File: src/kms_ram.sv
// ----------------------------------------------------------------------------
// kms_ram: generic single-port-write, single-port-read RAM
// One write and one registered read per cycle.
// ----------------------------------------------------------------------------
module kms_ram #(
  parameter int WIDTH = 128,
  parameter int DEPTH = 32
) (
  input  logic                     clk,
  input  logic                     we,
  input  logic [$clog2(DEPTH)-1:0] waddr,
  input  logic [WIDTH-1:0]         wdata,
  input  logic [$clog2(DEPTH)-1:0] raddr,
  output logic [WIDTH-1:0]         rdata
);

  logic [WIDTH-1:0] mem [DEPTH];

  always_ff @(posedge clk) begin
    if (we) begin
      mem[waddr] <= wdata;
    end
    rdata <= mem[raddr];
  end

endmodule

File: config.mk
export PLATFORM = sky130hd
export DESIGN_NAME = kms_ram
export DESIGN_NICKNAME = d
export VERILOG_FILES = /design/src/kms_ram.sv
export SDC_FILE = /design/constraint.sdc
export NUM_CORES = 2
export LEC_CHECK = 0
export ABC_CLOCK_PERIOD_IN_PS = 9950
export BUFFER_PORTS_ARGS = -buffer_cell sky130_fd_sc_hd__buf_2
export CAP_MARGIN = 10
export CORE_MARGIN = 1
export CORE_UTILIZATION = 50
export DETAILED_ROUTE_END_ITERATION = 10
export GPL_ROUTABILITY_DRIVEN = 0
export PLACE_DENSITY = 0.66
export SYNTH_ARGS = -nofsm -noshare
export SYNTH_HDL_FRONTEND = slang
export SYNTH_SLANG_ARGS = --single-unit
File: constraint.sdc
create_clock -name clk -period 9.95 [get_ports clk]
set_clock_uncertainty 0.05 [all_clocks]
set_input_delay 0.995 -clock clk [delete_from_list [all_inputs] [get_ports clk]]
set_output_delay 0.995 -clock clk [all_outputs]
set_load 0.05 [all_outputs]
[Word level (Yosys, flattened, before mapping)]
Memory sizes are Yosys's and may differ from the RTL's. A register that Yosys moved wholly into a read port is not among the register bits.
Index checks and enable logic that the tools add are counted.
Storage, ports and cells
  bits in registers: 0
  RAM bits: 4096
  input port bits: 140
  output and inout bits: 128
  word-level logic and storage cells: 3
  memories: 1
Cells by class
  mux-type cells: 2
Memories
  mem: depth 32, width 128, rd ports 1, clocked after memory_dff 1, write ports 1, line 17  | logic [WIDTH-1:0] mem [DEPTH];
Operators with widths (count)
  $mux W1: 2

[Depth between registers and ports, before layout]
  depth after elaboration: 2
  gate-level depth with buffers: 9
  mapped depth without buffers: 4

[Worst setup path after synthesis]
Ideal clock, no wire load.
  path type: input to register
  start point: input waddr[1]
  end point: memory mem[12][0], enable pin
  arrival: 6.976 ns
  required time: 9.283 ns
  path slack: 2.307 ns
  stages: 3
  buffers on the path: 1
  cells stage by stage: or3b_2 -> clkbuf_1 -> nor2_1
RTL lines
  start: declaration: line 11  | input logic [$clog2(DEPTH)-1:0] waddr,
  end: declaration: line 17
No word-level cell before the write port.

==> Implementation_results.wiki <==
{| class="wikitable"
! Metric !! Value
|-
| Run status || finished, violations left
|-
| Violated checks || design-rule violations
|-
| DRC violation total after the first TritonRoute iteration || 8576
|-
| Grt ovf || 0
|-
| Share of the yosys chip area belonging to registers || 80.9%
|-
| Count of buffers added by post-CTS timing repair for setup || 0
|-
| Share of post-route cells with drive strength above 1 || 28.1%
|-
| DRC violation count after routing || 87
|-
| Hpwl dp || 183000 microns
|-
| Startpoint-to-endpoint class of the critical path || in2reg
|-
| Class of the tightest hold or removal check || in2reg
|-
| Register clock-pin slew on the reported worst setup and hold paths || 0.06 ns
|-
| Number of hold violations in the final report || 0
|-
| Minimum hold slack || 0.471 ns
|-
| Via count || 72.3k
|-
| Worst skew pair latency || 0.97 ns
|-
| Post-synthesis sequential element count || 4224
|-
| Maximum operating frequency || 0.243 GHz
|-
| Period utilisation layout || 41.4%
|-
| Fraction of post-synthesis cell area in the top cell type by area || 79.2%
|-
| Number of max-capacitance violations reported || 0
|-
| RSZ-0062 raised after global routing || false
|-
| Number of library cell types mapped by synthesis || 28
|-
| Clock tree from TritonCTS || yes
|-
| Final slew viol count || 0
|-
| Metal3 WL || 32200 microns
|-
| Core Rows || 204
|-
| Area of the die || 0.313 sq mm
|-
| Count of antenna-violating nets left after detailed routing || 0
|-
| Final routed wire length divided by cell count || 33.0 microns
|-
| Cell count after synthesis || 6440
|-
| Slew margin rel. || 16.5%
|-
| Synth Cell Area || 0.155 sq mm
|-
| CP arrival || 4.88 ns
|-
| Maximum VDD drop || 0.179 mV
|-
| Detail Route met2 WL || 185000 microns
|-
| Critical Path End Type || flip-flop
|-
| Largest cells by area after synthesis || sky130_fd_sc_hd__edfxtp_1, sky130_fd_sc_hd__mux4_2, sky130_fd_sc_hd__o22ai_1, sky130_fd_sc_hd__dfxtp_1, sky130_fd_sc_hd__mux2i_1
|-
| CTS Buffer Depth || 4
|-
| Port buffer count || 267
|-
| Number of warnings printed during yosys synthesis || 0
|-
| Syn avg cell area || 24.1 sq um
|-
| Number of H-tree levels || 5
|-
| Pin count of the biggest net entering global routing || 140
|-
| Post-cts gate resize count || 0
|-
| Overall routing resource usage || 24.0%
|-
| Area leader, netlist || sky130_fd_sc_hd__edfxtp_1
|-
| Post-detailed-routing wire length || 377000 microns
|-
| CTS Root Cell || sky130_fd_sc_hd__clkbuf_16
|-
| Setup TNS || 0 ns
|-
| Power density over the cells || 213 mW/mm^2
|-
| Most common library cell in the layout ignoring fill and taps || sky130_fd_sc_hd__edfxtp_1
|-
| Nets in the synthesized netlist || 6580
|-
| Height of the die || 559 microns
|-
| CTS sink cnt || 4224
|-
| CTS Hold Bufs || 0
|-
| Core region area || 0.309 sq mm
|-
| Antenna violations before repair || 55
|-
| Number of failing setup endpoints in the final timing report || 0
|-
| Initial Utilization || 50.3%
|-
| Biggest fanout along the worst timing path || 78
|-
| Required @ worst endpoint || 10.72 ns
|-
| Minimum period implied by the final worst setup slack || 4.12 ns
|-
| Leak Pwr || 54.7 nW
|-
| Final Non-Filler Cells || 11.4k
|-
| Number of search-and-repair iterations in the first detailed-routing pass || 9
|-
| Wire length of the first global-routing pass || 535000 microns
|-
| Slew at the pin with the worst max-slew slack || 1.25 ns
|-
| Overall die width || 559 microns
|-
| Via count of the first global-routing pass || 72.9k
|-
| Clock buffers created by TritonCTS || 417
|-
| Total placed cells including tap cells || 10.6k
|-
| Boundary Pins || 268
|-
| Top library cells by usage in the layout, fill and taps aside || sky130_fd_sc_hd__edfxtp_1, sky130_fd_sc_hd__mux4_2, sky130_fd_sc_hd__o22ai_1, sky130_fd_sc_hd__clkbuf_16, sky130_fd_sc_hd__buf_2
|-
| Uppermost layer routed || met5
|-
| Vias per Instance || 6.32
|-
| Nets@finish || 7070
|-
| Relative area change from synthesis to final layout || 13.1%
|-
| Critical Path Start Type || input pin
|-
| Routed length on met1 || 149000 microns
|}
## layer usage
layer	vias up	global-route usage, %
li1	29100	-
met5	-	0
met1	39200	33.7
met4	18	7.13
met3	617	4.34
met2	3455	38.9
## critical path: stages
cell	delay (ns)
sky130_fd_sc_hd__buf_12	0.50
sky130_fd_sc_hd__buf_4	0.80
sky130_fd_sc_hd__buf_4	0.64
sky130_fd_sc_hd__buf_4	0.74
sky130_fd_sc_hd__mux4_2	0.59
sky130_fd_sc_hd__o22ai_1	0.23
sky130_fd_sc_hd__nor4_1	0.09
## cell type report
cell class / count / area, sq um
fillers: 22200 / 133000
diodes: 26 / 65.1
clock buffers: 583 / 11700
clock inverters: 200 / 2150
multi-input cells: 1864 / 28100
flip-flops and latches: 4224 / 126000
repair buffers: 423 / 2870
well taps: 4120 / 5150
## metrics by stage
step | utilization, % | worst slack (ns) | total power [mW] | instance area (sq um)
6_report | 56.8 | 5.83 | 37.4 | 176000
5_1_grt | 56.8 | 5.46 | 38.4 | 176000
4_1_cts | 56.8 | 5.75 | 37.6 | 175000
3_5_place_dp | 52.3 | 4.74 | 22.1 | 162000
3_3_place_gp | 52.3 | 4.72 | 22.0 | 162000
2_1_floorplan | - | 2.31 | 21.4 | 155000
## sequential cells by signal, indices dropped and copies added (netlist names)
register  count
rdata       128
mem        4096
## synthesized netlist by cell type
cell type / instances
sky130_fd_sc_hd__edfxtp_1: 4096
sky130_fd_sc_hd__mux4_2: 956
sky130_fd_sc_hd__o22ai_1: 444
sky130_fd_sc_hd__mux2i_1: 136
sky130_fd_sc_hd__dfxtp_1: 128
sky130_fd_sc_hd__nor4_1: 111
sky130_fd_sc_hd__clkbuf_1: 108
sky130_fd_sc_hd__a22oi_1: 102
sky130_fd_sc_hd__buf_2: 94
sky130_fd_sc_hd__buf_4: 67
sky130_fd_sc_hd__buf_1: 44
sky130_fd_sc_hd__nand3_1: 37
sky130_fd_sc_hd__nor2_1: 35
sky130_fd_sc_hd__buf_6: 30
sky130_fd_sc_hd__nand4_1: 17
sky130_fd_sc_hd__clkbuf_4: 9
sky130_fd_sc_hd__nand3b_1: 6
sky130_fd_sc_hd__nand2_1: 4
sky130_fd_sc_hd__or3b_2: 4
sky130_fd_sc_hd__nor2b_1: 3
sky130_fd_sc_hd__or3_1: 2
sky130_fd_sc_hd__and2_1: 1
sky130_fd_sc_hd__and3_1: 1
sky130_fd_sc_hd__and3b_1: 1
sky130_fd_sc_hd__nand2b_1: 1
sky130_fd_sc_hd__nor2_2: 1
sky130_fd_sc_hd__nor3b_1: 1
sky130_fd_sc_hd__or2_1: 1
## worst paths after layout
kind | cells after the start | slack (ns) | endpoint | start
max | 7 | 5.83 | rdata[101]$_DFF_P_ | raddr[0]
max reg2reg | 3 | 8.20 | rdata[43]$_DFF_P_ | mem[6][43]$_DFFE_PP_
min | 1 | 0.47 | mem[15][34]$_DFFE_PP_ | wdata[34]
min reg2reg | 3 | 0.65 | rdata[11]$_DFF_P_ | mem[23][11]$_DFFE_PP_
## report_power, final
group	internal [mW]	switching (mW)
clock network	9.13	6.59
registers	19.8	0.124
logic	0.590	1.17
## kinds of logic after synthesis
family,after synthesis,synth area share [%]
and+or+nand+nor,226,0.832
AOI/OAI and AO/OA,546,2.28
buffers and inverters,352,1.26
DFF,4224,80.9
muxes,1092,14.7
(Power assumes the default switching activity.)
